<file path="src/rtl/lcdbw_pkg.sv">
package lcdbw_pkg;

   // request operation codes
   typedef enum logic [1:0] {
      OP_CMD  = 2'd0,
      OP_DATA = 2'd1,
      OP_GOTO = 2'd2,
      OP_INIT = 2'd3
   } op_type;

   // configuration register indexes
   typedef enum logic [1:0] {
      CSR_BUS_MODE      = 2'd0,
      CSR_PULSE_HOLD    = 2'd1,
      CSR_POWER_ON_WAIT = 2'd2,
      CSR_UNUSED        = 2'd3
   } csr_index_type;

   localparam logic [7:0] FN_SET_8BIT   = 8'h38;
   localparam logic [3:0] FN_SET_NIB_A  = 4'h2;
   localparam logic [3:0] FN_SET_NIB_B  = 4'h8;
   localparam logic [7:0] DISPLAY_ON    = 8'h0C;
   localparam logic [7:0] CLEAR_DISPLAY = 8'h01;
   localparam logic [7:0] ROW1_OFFSET   = 8'h40;
   localparam logic [7:0] DDRAM_FLAG    = 8'h80;

   localparam logic [7:0] RST_PULSE_HOLD = 8'd2;
   localparam logic [7:0] RST_POWER_WAIT = 8'd40;

   // pulse step within one job: up to seven pulses
   localparam int STEP_W = 3;
   localparam logic [STEP_W-1:0] INIT4_LAST = 3'd6;
   localparam logic [STEP_W-1:0] INIT8_LAST = 3'd2;

   // queue between front and back
   localparam int QDEPTH = 2;
   localparam int QPTR_W = $clog2(QDEPTH);
   localparam int QCNT_W = $clog2(QDEPTH + 1);

   // one classified job
   typedef struct packed {
      logic       is_init;
      logic       rs;
      logic [7:0] value;
   } job_type;

   // live configuration
   typedef struct packed {
      logic       bus_mode;
      logic [7:0] pulse_hold;
      logic [7:0] power_wait;
   } cfg_type;

   // bus value of an initialize pulse, step by step
   function automatic logic [7:0] init_bus(input logic nibble_mode,
                                           input logic [STEP_W-1:0] step);
      logic [7:0] v;
      v = 8'h00;
      if (!nibble_mode) begin
         case (step)
            3'd0:    v = FN_SET_8BIT;
            3'd1:    v = DISPLAY_ON;
            3'd2:    v = CLEAR_DISPLAY;
            default: v = 8'h00;
         endcase
      end else begin
         case (step)
            3'd0:    v = {4'h0, FN_SET_NIB_A};
            3'd1:    v = {4'h0, FN_SET_NIB_A};
            3'd2:    v = {4'h0, FN_SET_NIB_B};
            3'd3:    v = {4'h0, DISPLAY_ON[7:4]};
            3'd4:    v = {4'h0, DISPLAY_ON[3:0]};
            3'd5:    v = {4'h0, CLEAR_DISPLAY[7:4]};
            3'd6:    v = {4'h0, CLEAR_DISPLAY[3:0]};
            default: v = 8'h00;
         endcase
      end
      return v;
   endfunction

endpackage

</file>
<file path="src/rtl/lcdbw_ifs.sv">
// request channel
interface lcdbw_req_if;
   logic       valid;
   logic       ready;
   logic [1:0] operation;
   logic [7:0] byte_value;
   logic [5:0] column;
   logic       row;

   modport source (output valid, operation, byte_value, column, row, input ready);
   modport sink   (input valid, operation, byte_value, column, row, output ready);
endinterface

// pulse channel
interface lcdbw_rsp_if;
   logic       valid;
   logic       ready;
   logic       register_select;
   logic [7:0] bus_value;
   logic [7:0] wait_before_ms;
   logic [7:0] enable_high_ms;
   logic       last_pulse;

   modport source (output valid, register_select, bus_value, wait_before_ms,
                   enable_high_ms, last_pulse, input ready);
   modport sink   (input valid, register_select, bus_value, wait_before_ms,
                   enable_high_ms, last_pulse, output ready);
endinterface

</file>
<file path="src/rtl/char_lcd_bus_writer_core.sv">
// Character LCD bus writer.
// req_ch carries one request per item: command byte, data byte, go to
// column/row, or initialize. rsp_ch carries one item per enable pulse, in
// order, with last_pulse set on the final pulse of each request.
// The csr_ port writes bus_mode, pulse_hold_ms and power_on_wait_ms; write
// only while no request is in flight.
// The request is written into the job queue, and the sequencer then loads its
// first pulse into the pulse output register. A request yields 1 or 3 pulses in
// eight-bit mode and 2 or 7 in four-bit mode; the back end emits one pulse per
// cycle while a job is queued and rsp_ch does not stall. A two-entry job queue
// between the request classifier and the pulse sequencer lets requests be taken back to back.
// When rsp_ch stalls the pulse output register holds, the sequencer stops and
// the queue fills; req_ch.ready drops once the queue is full.
// Reset empties the queue and the output register and sets bus_mode to 0,
// pulse_hold_ms to 2 and power_on_wait_ms to 40.
module char_lcd_bus_writer_core (
   input  logic        clock,
   input  logic        reset,
   lcdbw_req_if.sink   req_ch,
   lcdbw_rsp_if.source rsp_ch,
   input  logic        csr_we,
   input  logic [1:0]  csr_index,
   input  logic [7:0]  csr_wdata
);

   logic               bus_mode_ff;
   logic [7:0]         pulse_hold_ff;
   logic [7:0]         power_wait_ff;
   lcdbw_pkg::cfg_type cfg;

   logic               q_full;
   logic               push;
   lcdbw_pkg::job_type push_job;
   logic               head_valid;
   lcdbw_pkg::job_type head_job;
   logic               pop;
   logic [lcdbw_pkg::STEP_W-1:0] step;

   // configuration registers
   always_ff @(posedge clock) begin
      if (reset) begin
         bus_mode_ff   <= 1'b0;
         pulse_hold_ff <= lcdbw_pkg::RST_PULSE_HOLD;
         power_wait_ff <= lcdbw_pkg::RST_POWER_WAIT;
      end else if (csr_we) begin
         case (lcdbw_pkg::csr_index_type'(csr_index))
            lcdbw_pkg::CSR_BUS_MODE:      bus_mode_ff   <= csr_wdata[0];
            lcdbw_pkg::CSR_PULSE_HOLD:    pulse_hold_ff <= csr_wdata;
            lcdbw_pkg::CSR_POWER_ON_WAIT: power_wait_ff <= csr_wdata;
            default: ;
         endcase
      end
   end

   assign cfg.bus_mode   = bus_mode_ff;
   assign cfg.pulse_hold = pulse_hold_ff;
   assign cfg.power_wait = power_wait_ff;

   lcdbw_front u_front (
      .req    (req_ch),
      .q_full (q_full),
      .push   (push),
      .job    (push_job)
   );

   lcdbw_queue u_queue (
      .clock      (clock),
      .reset      (reset),
      .push       (push),
      .push_job   (push_job),
      .full       (q_full),
      .head_valid (head_valid),
      .head_job   (head_job),
      .pop        (pop)
   );

   lcdbw_back u_back (
      .clock      (clock),
      .reset      (reset),
      .cfg        (cfg),
      .head_valid (head_valid),
      .head_job   (head_job),
      .pop        (pop),
      .step       (step),
      .rsp        (rsp_ch)
   );

   // the sequencer never runs past the longest pulse script
   a_step_range: assert property (@(posedge clock) disable iff (reset)
      step <= lcdbw_pkg::INIT4_LAST)
      else $error("pulse step out of range");

   // a job leaves the queue only when there is one
   a_pop_has_job: assert property (@(posedge clock) disable iff (reset)
      pop |-> head_valid)
      else $error("pop from empty job queue");

   // a finished pulse marked last always ends its job: step restarts
   a_last_restarts: assert property (@(posedge clock) disable iff (reset)
      pop |=> step == '0)
      else $error("step not cleared after last pulse");

   // a mid-job step implies a job is still waiting at the head
   a_step_has_job: assert property (@(posedge clock) disable iff (reset)
      step != '0 |-> head_valid)
      else $error("pulse step active without a job");

endmodule

</file>
<file path="src/rtl/lcdbw_front.sv">
module lcdbw_front (
   lcdbw_req_if.sink         req,
   input  logic              q_full,
   output logic              push,
   output lcdbw_pkg::job_type job
);

   lcdbw_pkg::op_type op;
   logic [7:0]        ddram_addr;

   assign op = lcdbw_pkg::op_type'(req.operation);

   // DDRAM address: column, plus row offset, with the set-address flag
   assign ddram_addr = (8'(req.column) + (req.row ? lcdbw_pkg::ROW1_OFFSET : 8'h00))
                       | lcdbw_pkg::DDRAM_FLAG;

   // classify the request into a job for the back end
   always_comb begin
      job.is_init = (op == lcdbw_pkg::OP_INIT);
      job.rs      = (op == lcdbw_pkg::OP_DATA);
      job.value   = (op == lcdbw_pkg::OP_GOTO) ? ddram_addr : req.byte_value;
   end

   assign req.ready = !q_full;
   assign push      = req.valid && !q_full;

endmodule

</file>
<file path="src/rtl/lcdbw_queue.sv">
module lcdbw_queue (
   input  logic               clock,
   input  logic               reset,
   input  logic               push,
   input  lcdbw_pkg::job_type push_job,
   output logic               full,
   output logic               head_valid,
   output lcdbw_pkg::job_type head_job,
   input  logic               pop
);

   lcdbw_pkg::job_type                  mem [lcdbw_pkg::QDEPTH];
   logic [lcdbw_pkg::QPTR_W-1:0]        wr_ptr_ff, wr_ptr_in;
   logic [lcdbw_pkg::QPTR_W-1:0]        rd_ptr_ff, rd_ptr_in;
   logic [lcdbw_pkg::QCNT_W-1:0]        count_ff, count_in;

   assign full       = (count_ff == lcdbw_pkg::QCNT_W'(lcdbw_pkg::QDEPTH));
   assign head_valid = (count_ff != '0);
   assign head_job   = mem[rd_ptr_ff];

   // pointer and fill count update
   always_comb begin
      wr_ptr_in = push ? wr_ptr_ff + 1'b1 : wr_ptr_ff;
      rd_ptr_in = pop  ? rd_ptr_ff + 1'b1 : rd_ptr_ff;
      count_in  = count_ff;
      if (push && !pop) begin
         count_in = count_ff + 1'b1;
      end else if (pop && !push) begin
         count_in = count_ff - 1'b1;
      end
   end

   always_ff @(posedge clock) begin
      if (reset) begin
         wr_ptr_ff <= '0;
         rd_ptr_ff <= '0;
         count_ff  <= '0;
      end else begin
         wr_ptr_ff <= wr_ptr_in;
         rd_ptr_ff <= rd_ptr_in;
         count_ff  <= count_in;
      end
   end

   // storage
   always_ff @(posedge clock) begin
      if (push) begin
         mem[wr_ptr_ff] <= push_job;
      end
   end

endmodule

</file>
<file path="src/rtl/lcdbw_back.sv">
module lcdbw_back (
   input  logic               clock,
   input  logic               reset,
   input  lcdbw_pkg::cfg_type cfg,
   input  logic               head_valid,
   input  lcdbw_pkg::job_type head_job,
   output logic               pop,
   output logic [lcdbw_pkg::STEP_W-1:0] step,
   lcdbw_rsp_if.source        rsp
);

   logic [lcdbw_pkg::STEP_W-1:0] step_ff, step_in;
   logic                         valid_ff, valid_in;
   logic                         rs_ff;
   logic [7:0]                   bus_ff;
   logic [7:0]                   wait_ff;
   logic [7:0]                   hold_ff;
   logic                         last_ff;

   logic                         load;
   logic                         p_rs;
   logic [7:0]                   p_bus;
   logic [7:0]                   p_wait;
   logic                         p_last;

   // next pulse of the job at the queue head
   always_comb begin
      p_rs   = head_job.is_init ? 1'b0 : head_job.rs;
      p_wait = (head_job.is_init && step_ff == '0) ? cfg.power_wait : 8'h00;
      if (head_job.is_init) begin
         p_bus  = lcdbw_pkg::init_bus(cfg.bus_mode, step_ff);
         p_last = cfg.bus_mode ? (step_ff == lcdbw_pkg::INIT4_LAST)
                               : (step_ff == lcdbw_pkg::INIT8_LAST);
      end else if (cfg.bus_mode) begin
         p_bus  = (step_ff == '0) ? {4'h0, head_job.value[7:4]}
                                  : {4'h0, head_job.value[3:0]};
         p_last = (step_ff != '0);
      end else begin
         p_bus  = head_job.value;
         p_last = 1'b1;
      end
   end

   // output register takes a pulse when empty or being drained
   assign load = head_valid && (!valid_ff || rsp.ready);
   assign pop  = load && p_last;

   always_comb begin
      step_in  = step_ff;
      valid_in = valid_ff;
      if (load) begin
         step_in  = p_last ? '0 : step_ff + 1'b1;
         valid_in = 1'b1;
      end else if (rsp.ready) begin
         valid_in = 1'b0;
      end
   end

   always_ff @(posedge clock) begin
      if (reset) begin
         step_ff  <= '0;
         valid_ff <= 1'b0;
      end else begin
         step_ff  <= step_in;
         valid_ff <= valid_in;
      end
   end

   // pulse payload
   always_ff @(posedge clock) begin
      if (load) begin
         rs_ff   <= p_rs;
         bus_ff  <= p_bus;
         wait_ff <= p_wait;
         hold_ff <= cfg.pulse_hold;
         last_ff <= p_last;
      end
   end

   assign step                = step_ff;
   assign rsp.valid           = valid_ff;
   assign rsp.register_select = rs_ff;
   assign rsp.bus_value       = bus_ff;
   assign rsp.wait_before_ms  = wait_ff;
   assign rsp.enable_high_ms  = hold_ff;
   assign rsp.last_pulse      = last_ff;

endmodule

</file>
<file path="src/flat_wrapper.sv">
// flat-port wrapper written by rule: the top's interface ports become plain ports
module char_lcd_bus_writer_core_flat 
  (clock, reset, csr_we, csr_index, csr_wdata, req_ch_valid, req_ch_operation, req_ch_byte_value, req_ch_column, req_ch_row, req_ch_ready, rsp_ch_valid, rsp_ch_register_select, rsp_ch_bus_value, rsp_ch_wait_before_ms, rsp_ch_enable_high_ms, rsp_ch_last_pulse, rsp_ch_ready);
  lcdbw_req_if req_ch_i ();
  lcdbw_rsp_if rsp_ch_i ();
  input  logic clock;
  input  logic reset;
  input  logic csr_we;
  input  logic [1:0] csr_index;
  input  logic [7:0] csr_wdata;
  input wire logic [$bits(req_ch_i.valid)-1:0] req_ch_valid;
  input wire logic [$bits(req_ch_i.operation)-1:0] req_ch_operation;
  input wire logic [$bits(req_ch_i.byte_value)-1:0] req_ch_byte_value;
  input wire logic [$bits(req_ch_i.column)-1:0] req_ch_column;
  input wire logic [$bits(req_ch_i.row)-1:0] req_ch_row;
  output wire logic [$bits(req_ch_i.ready)-1:0] req_ch_ready;
  output wire logic [$bits(rsp_ch_i.valid)-1:0] rsp_ch_valid;
  output wire logic [$bits(rsp_ch_i.register_select)-1:0] rsp_ch_register_select;
  output wire logic [$bits(rsp_ch_i.bus_value)-1:0] rsp_ch_bus_value;
  output wire logic [$bits(rsp_ch_i.wait_before_ms)-1:0] rsp_ch_wait_before_ms;
  output wire logic [$bits(rsp_ch_i.enable_high_ms)-1:0] rsp_ch_enable_high_ms;
  output wire logic [$bits(rsp_ch_i.last_pulse)-1:0] rsp_ch_last_pulse;
  input wire logic [$bits(rsp_ch_i.ready)-1:0] rsp_ch_ready;
  assign req_ch_i.valid = req_ch_valid;
  assign req_ch_i.operation = req_ch_operation;
  assign req_ch_i.byte_value = req_ch_byte_value;
  assign req_ch_i.column = req_ch_column;
  assign req_ch_i.row = req_ch_row;
  assign req_ch_ready = req_ch_i.ready;
  assign rsp_ch_valid = rsp_ch_i.valid;
  assign rsp_ch_register_select = rsp_ch_i.register_select;
  assign rsp_ch_bus_value = rsp_ch_i.bus_value;
  assign rsp_ch_wait_before_ms = rsp_ch_i.wait_before_ms;
  assign rsp_ch_enable_high_ms = rsp_ch_i.enable_high_ms;
  assign rsp_ch_last_pulse = rsp_ch_i.last_pulse;
  assign rsp_ch_i.ready = rsp_ch_ready;
  char_lcd_bus_writer_core u_core (.clock(clock), .reset(reset), .req_ch(req_ch_i), .rsp_ch(rsp_ch_i), .csr_we(csr_we), .csr_index(csr_index), .csr_wdata(csr_wdata));
endmodule
</file>
<file path="config.mk">
export PLATFORM = sky130hd
export DESIGN_NAME = char_lcd_bus_writer_core_flat
export DESIGN_NICKNAME = d
export VERILOG_FILES = /design/src/rtl/lcdbw_pkg.sv /design/src/rtl/lcdbw_ifs.sv /design/src/rtl/char_lcd_bus_writer_core.sv /design/src/rtl/lcdbw_front.sv /design/src/rtl/lcdbw_queue.sv /design/src/rtl/lcdbw_back.sv /design/src/flat_wrapper.sv
export SDC_FILE = /design/constraint.sdc
export NUM_CORES = 1
export LEC_CHECK = 0
export BUFFER_PORTS_ARGS = -buffer_cell sky130_fd_sc_hd__buf_2
export CORE_MARGIN = 2
export CORE_UTILIZATION = 35
export DETAILED_ROUTE_END_ITERATION = 12
export PLACE_DENSITY = 0.59
export SLEW_MARGIN = 10
export SYNTH_ARGS = -nofsm -noshare
export SYNTH_HDL_FRONTEND = slang
export SYNTH_SLANG_ARGS = --single-unit
</file>
<file path="constraint.sdc">
create_clock -name clock -period 6.2 [get_ports clock]
set_clock_uncertainty 0.05 [all_clocks]
set_input_delay 0.62 -clock clock [delete_from_list [all_inputs] [get_ports clock]]
set_output_delay 0.62 -clock clock [all_outputs]
set_load 0.05 [all_outputs]
</file>
==> out/metrics.cfg, run 1 <==
[run_status]
status=finished clean

[die]
rows=33
fp.dieArea_mm2=0.00927
die_y_um=96.3
core_mm2=0.00822
die_w_um=96.3
ios=60
start_util=0.363

[hold_path]
hold_path_class=reg -> reg

[synth]
yosys.area.top_type=edfxtp_1
syn_area_mm2=0.00298
synth_top_area_frac=0.463
synth_area_leaders=edfxtp_1 (46%), dfxtp_1 (17%), mux2i_1 (5.4%)
synthArstFlopShare=0
synth_compound_gate_area_share=0.0621
synth_top_family_by_area=simple AND/OR/NAND/NOR gates
synth_xor_area_frac=0.0117
synth_edf_count=46
synth_cells=229
synth_seq_cells=72
yosys.area_share.simple=0.129
syn-num-nets=266
synth.distinct_cells=42
synth_adder_area_share=0.0210
ys_seq_area_frac=0.638
avgSynthCellArea_um2=13.0
ys.warnings.count=0
synthFlopType=edfxtp_1
synth_mux_area_frac=0.109

[placed_design]
dp_hpwl_um=3750
dp_slack_ns=3.85
gp_congestion=0.773
dp_cells=383
place.port_buffers=59

[finish]
drive_gt1_frac=0.313
final_common_cell=buf_2
syn2layout_area_growth_pct=20.8
instances_no_fill=399
n_antenna_cell=0
final_cell_mix=buf_2 (59), edfxtp_1 (46), nor2_1 (31)
nFillCells=758
nets=326

[critical_path]
arrival_ns=2.60
worstSetupPathType=reg -> reg
crit_path_cell_trace=mux2i_2 > nand2_2 > a21oi_4 > inv_1 > ha_1 > or3_1 > a21oi_1
end_kind=register
cpLargestDelayFamily=flip-flops
worst-path-buf-inv=1
cpMaxStageDelayCell=dfxtp_1
critPathLaunchType=register
slowest_delay_ns=0.61
crit_required_ns=6.42
worstPathMaxFanout=10

[sta]
slew_viol_final=0
min_period_over_period=0.385
rsz0062_at_grt=no
slew_headroom=0.304
worst_pin_slew_ns=1.04
setup_viol=0
tns_ns=0
timing.final.crit_period_ns=2.39
hold_viol=0
fin_ws_ns=3.81
timing.fmax_ghz=0.419

[global_routing]
gr-total-overflow=0
grt_max_degree=29
globalRouteTotalUtil=0.126
grt_pass1_vias=1756
antenna_found_initial=0
grt_pass1_wl_um=8620

[power]
ir_drop_uv=230
leakagePower_uw=0.00148
powerDensity_mw_per_mm2=510

[clock_tree]
cts_sinks=72
ctsLongestPathBuffers=2
cts_tree=built
clk-insertion-delay-late_ns=0.34
clockRootBuffer=clkbuf_8
numCtsBuffers=9
cts_setup_buffers=0
cts_resized=0
htreeDepth=3
hold_buffers=0
clkTransAtPathRegs_ns=0.08

[route]
wl_per_cell_um=13.3
wirelength_um=5300
dr.first_iter.drc_count=113
viasPerCell=4.64
route.vias.total=1850
ant_nets=0
drc=0
firstDrtPassIters=4

[job]
max_cap_violations=0

[per-stage QoR]
step                      total power (uW)  hold slack, ns  instance area (um2)   util
after floorplan                       1260           0.358                 2980      -
after global placement                1400           0.362                 3360  0.409
after detailed placement              1410           0.367                 3360  0.409
after CTS                             1850           0.382                 3600  0.438
after global routing                  1930           0.389                 3600  0.438
final                                 1840           0.383                 3600  0.438
[report_power, final]
group          switching [uW]  internal [uW]  leakage, uW
combinational             501            162     0.000714
clock                     174            270     0.000117
sequential               54.2            674     0.000651
[metal layers]
metal,part of all wire,GRT usage,up-vias
met5,0,0,-
met4,0.015,0.0775,0
met3,0.053,0.0266,5
met2,0.46,0.184,49
met1,0.47,0.169,860
li1,-,-,936
[registers in the layout, indices dropped and copies added, names as in the netlist, named ones only]
name                               cells
u_core.u_queue.mem                    20
u_core.u_queue.rd_ptr_ff               1
u_core.u_back.rsp.enable_high_ms       8
u_core.power_wait_ff                   8
u_core.u_back.rsp.register_select      1
u_core.u_back.rsp.wait_before_ms       8
u_core.u_back.step                     3
u_core.pulse_hold_ff                   8
u_core.u_back.rsp.last_pulse           1
u_core.u_queue.wr_ptr_ff               1
u_core.u_back.rsp.bus_value            8
u_core.u_back.rsp.valid                1
u_core.bus_mode_ff                     1
u_core.u_queue.count_ff                2
[cells by family (layout without fill, tap and decap cells)]
logic type,count (synthesis),in the layout
flops,72,72
simple gates,72,72
xor+xnor,4,4
buf+inv,20,85
fa+ha+maj,5,5
mux,30,30
compound gates,26,26
[area by class of cell]
cell class | count | area (um2) | share of cell area
clock buffers | 10 | 128 | 0.0354
clock inverters | 6 | 115 | 0.0320
inverters | 10 | 37.5 | 0.0104
multi-input cells | 137 | 992 | 0.276
flip-flops and latches | 72 | 1900 | 0.528
well taps | 105 | 131 | 0.0365
repair buffers | 59 | 295 | 0.0820
[path summary, 6_finish.rpt]
check	start	to	slack (ns)	depth (start not counted)
max reg2reg	register	u_core.u_queue.count_ff[1]$_SDFFE_PP0P_	3.81	7
min	u_core.pulse_hold_ff[1]$_SDFFE_PP1P_	u_core.u_back.rsp.enable_high_ms[1]$_DFFE_PP_	0.38	0
min reg2reg	u_core.pulse_hold_ff[1]$_SDFFE_PP1P_	u_core.u_back.rsp.enable_high_ms[1]$_DFFE_PP_	0.38	0
max	register	u_core.u_queue.count_ff[1]$_SDFFE_PP0P_	3.81	7
[Yosys cell counts, types with 4 or more instances]
| cell type | number |
|---|---|
| dfxtp_1 | 26 |
| nor2_1 | 31 |
| nor2b_1 | 6 |
| mux2_2 | 10 |
| nand2_1 | 6 |
| mux2i_1 | 16 |
| edfxtp_1 | 46 |
| ha_1 | 5 |
| a21oi_1 | 12 |
| inv_1 | 10 |
| and2_1 | 10 |
| buf_2 | 4 |
| clkbuf_1 | 5 |
No activity file was read; power rests on OpenSTA's default activity.
==> run 2, diff against run 1 <==
clock period = 2.4 ns   (was 6.2 ns; I/O delays follow)
==> out/metrics.cfg, run 2 (synthesis results as in run 1) <==
[finish]
top_register=u_core.u_queue.mem
syn2layout_area_growth_pct=21.2
largest_reg_flops=20
drive_gt1_frac=0.328
final_cell_mix=buf_2 (59), edfxtp_1 (46), nor2_1 (31)
n_antenna_cell=0
nets=331
final_common_cell=buf_2
final_util=0.440

[sta]
min_period_over_period=0.918
timing.final.crit_period_ns=2.20
rsz0062_at_grt=no
timing.fmax_ghz=0.454
slew_viol_final=0
slew_headroom=0.579
worst_pin_slew_ns=0.630
tns_ns=0
setup_viol=0
hold_viol=0

[route]
ant_nets=0
wirelength_um=5330
drc=0
viasPerCell=4.57
route.vias.total=1848
dr.first_iter.drc_count=44
wl_per_cell_um=13.2
firstDrtPassIters=4

[global_routing]
globalRouteTotalUtil=0.124
antenna_found_initial=0
grt_pass1_wl_um=8490
grt_max_degree=27
gr-total-overflow=0
grt_pass1_vias=1802

[job]
max_cap_violations=0

[clock_tree]
hold_buffers=0
cts_sinks=72
cts_resized=0
cts_setup_buffers=0
clockRootBuffer=clkbuf_8
cts_tree=built
htreeDepth=3
numCtsBuffers=9
clkTransAtPathRegs_ns=0.08
ctsLongestPathBuffers=2
clk-insertion-delay-late_ns=0.34

[placed_design]
dp_hpwl_um=3830
place.port_buffers=59
gp_congestion=0.736

[die]
fp.dieArea_mm2=0.00927
die_y_um=96.3
die_w_um=96.3
ios=60
start_util=0.363
rows=33
core_mm2=0.00822

[power]
powerDensity_mw_per_mm2=1290
netSwitchingFraction=0.405
ir_drop_uv=426
clockPowerShare=0.224
leakagePower_uw=0.00150
pwr-share-seq=0.397
power_switching_uw=1890
power.internal_uw=2770
p_comb_frac=0.380

[hold_path]
hp-start=csr_wdata[4]
worstHoldEndpoint=u_core.pulse_hold_ff[4]$_SDFFE_PP0P_
hold_path_class=in -> reg
whs_path_depth=3

[critical_path]
rrSetupSlack_ns=0.20
worstPathMaxFanout=7
critPathLaunchType=register
arrival_ns=2.42
end_kind=register
r2r_cells=9
timing.rr.start=u_core.u_back.step[1]$_SDFFE_PP0P_
worstSetupPathType=reg -> reg
crit_required_ns=2.61
timing.rr.end=u_core.u_queue.count_ff[1]$_SDFFE_PP0P_

[run_status]
status=finished clean

==> run 2: power groups by stage <==
stage | sequential [uW] | clock, uW | combinational, uW
after floorplan | 2650 | 0 | 604
after global placement | 1870 | 0 | 1770
after detailed placement | 1880 | 0 | 1790
after CTS | 1860 | 1070 | 1790
after global routing | 1890 | 1120 | 1900
final | 1850 | 1040 | 1770
==> run 2: metal layers <==
metal,global-route usage,part of all wire,up-vias
li1,-,-,944
met1,0.158,0.47,851
met2,0.193,0.46,47
met3,0.0392,0.054,6
met4,0.0563,0.015,0
met5,0,0,-
==> run 2: layout make-up <==
class / count / area (um2)
repair buffers: 64 / 333
fillers: 763 / 4600
well taps: 105 / 131
flip-flops and latches: 72 / 1900
clock buffers: 9 / 124
inverters: 10 / 37.5
multi-input cells: 137 / 992
clock inverters: 7 / 95.1
==> run 2: worst max-delay path by stage <==
stage | startpoint | to | slack [ns] | depth (start not counted)
4_1_cts | u_core.u_back.step[1]$_SDFFE_PP0P_ | u_core.u_queue.count_ff[1]$_SDFFE_PP0P_ | 0.20 | 9
5_1_grt | u_core.u_back.step[0]$_SDFFE_PP0P_ | u_core.u_queue.count_ff[1]$_SDFFE_PP0P_ | 0.04 | 9
6_report | u_core.u_back.step[1]$_SDFFE_PP0P_ | u_core.u_queue.count_ff[1]$_SDFFE_PP0P_ | 0.20 | 9
2_1_floorplan | u_core.u_queue.count_ff[0]$_SDFFE_PP0P_ | u_core.u_queue.count_ff[1]$_SDFFE_PP0P_ | 0.38 | 6
3_5_place_dp | u_core.u_back.step[1]$_SDFFE_PP0P_ | u_core.u_queue.count_ff[1]$_SDFFE_PP0P_ | 0.21 | 9
3_3_place_gp | u_core.u_back.step[0]$_SDFFE_PP0P_ | u_core.u_queue.count_ff[1]$_SDFFE_PP0P_ | 0.32 | 9
==> run 2: worst max-delay path, stage by stage, from the launching register on <==
cell      delay (ns)
dfxtp_1         0.39
inv_1           0.10
ha_1            0.24
nand3b_4        0.13
nand2_2         0.12
a21oi_4         0.17
inv_1           0.07
ha_1            0.33
or3_1           0.38
a21oi_1         0.16
==> run 2: through the flow <==
step                power, uW  instances  hold WS, ns  worst slack, ns  cell area (um2)
floorplan                3260        229        0.334            0.385             2980
global placement         3650        388        0.364            0.316             3400
detailed placement       3670        388        0.370            0.206             3400
CTS                      4720        404       0.0774            0.200             3610
global route             4920        404       0.0989           0.0421             3610
finish                   4660        404       0.0941            0.197             3610
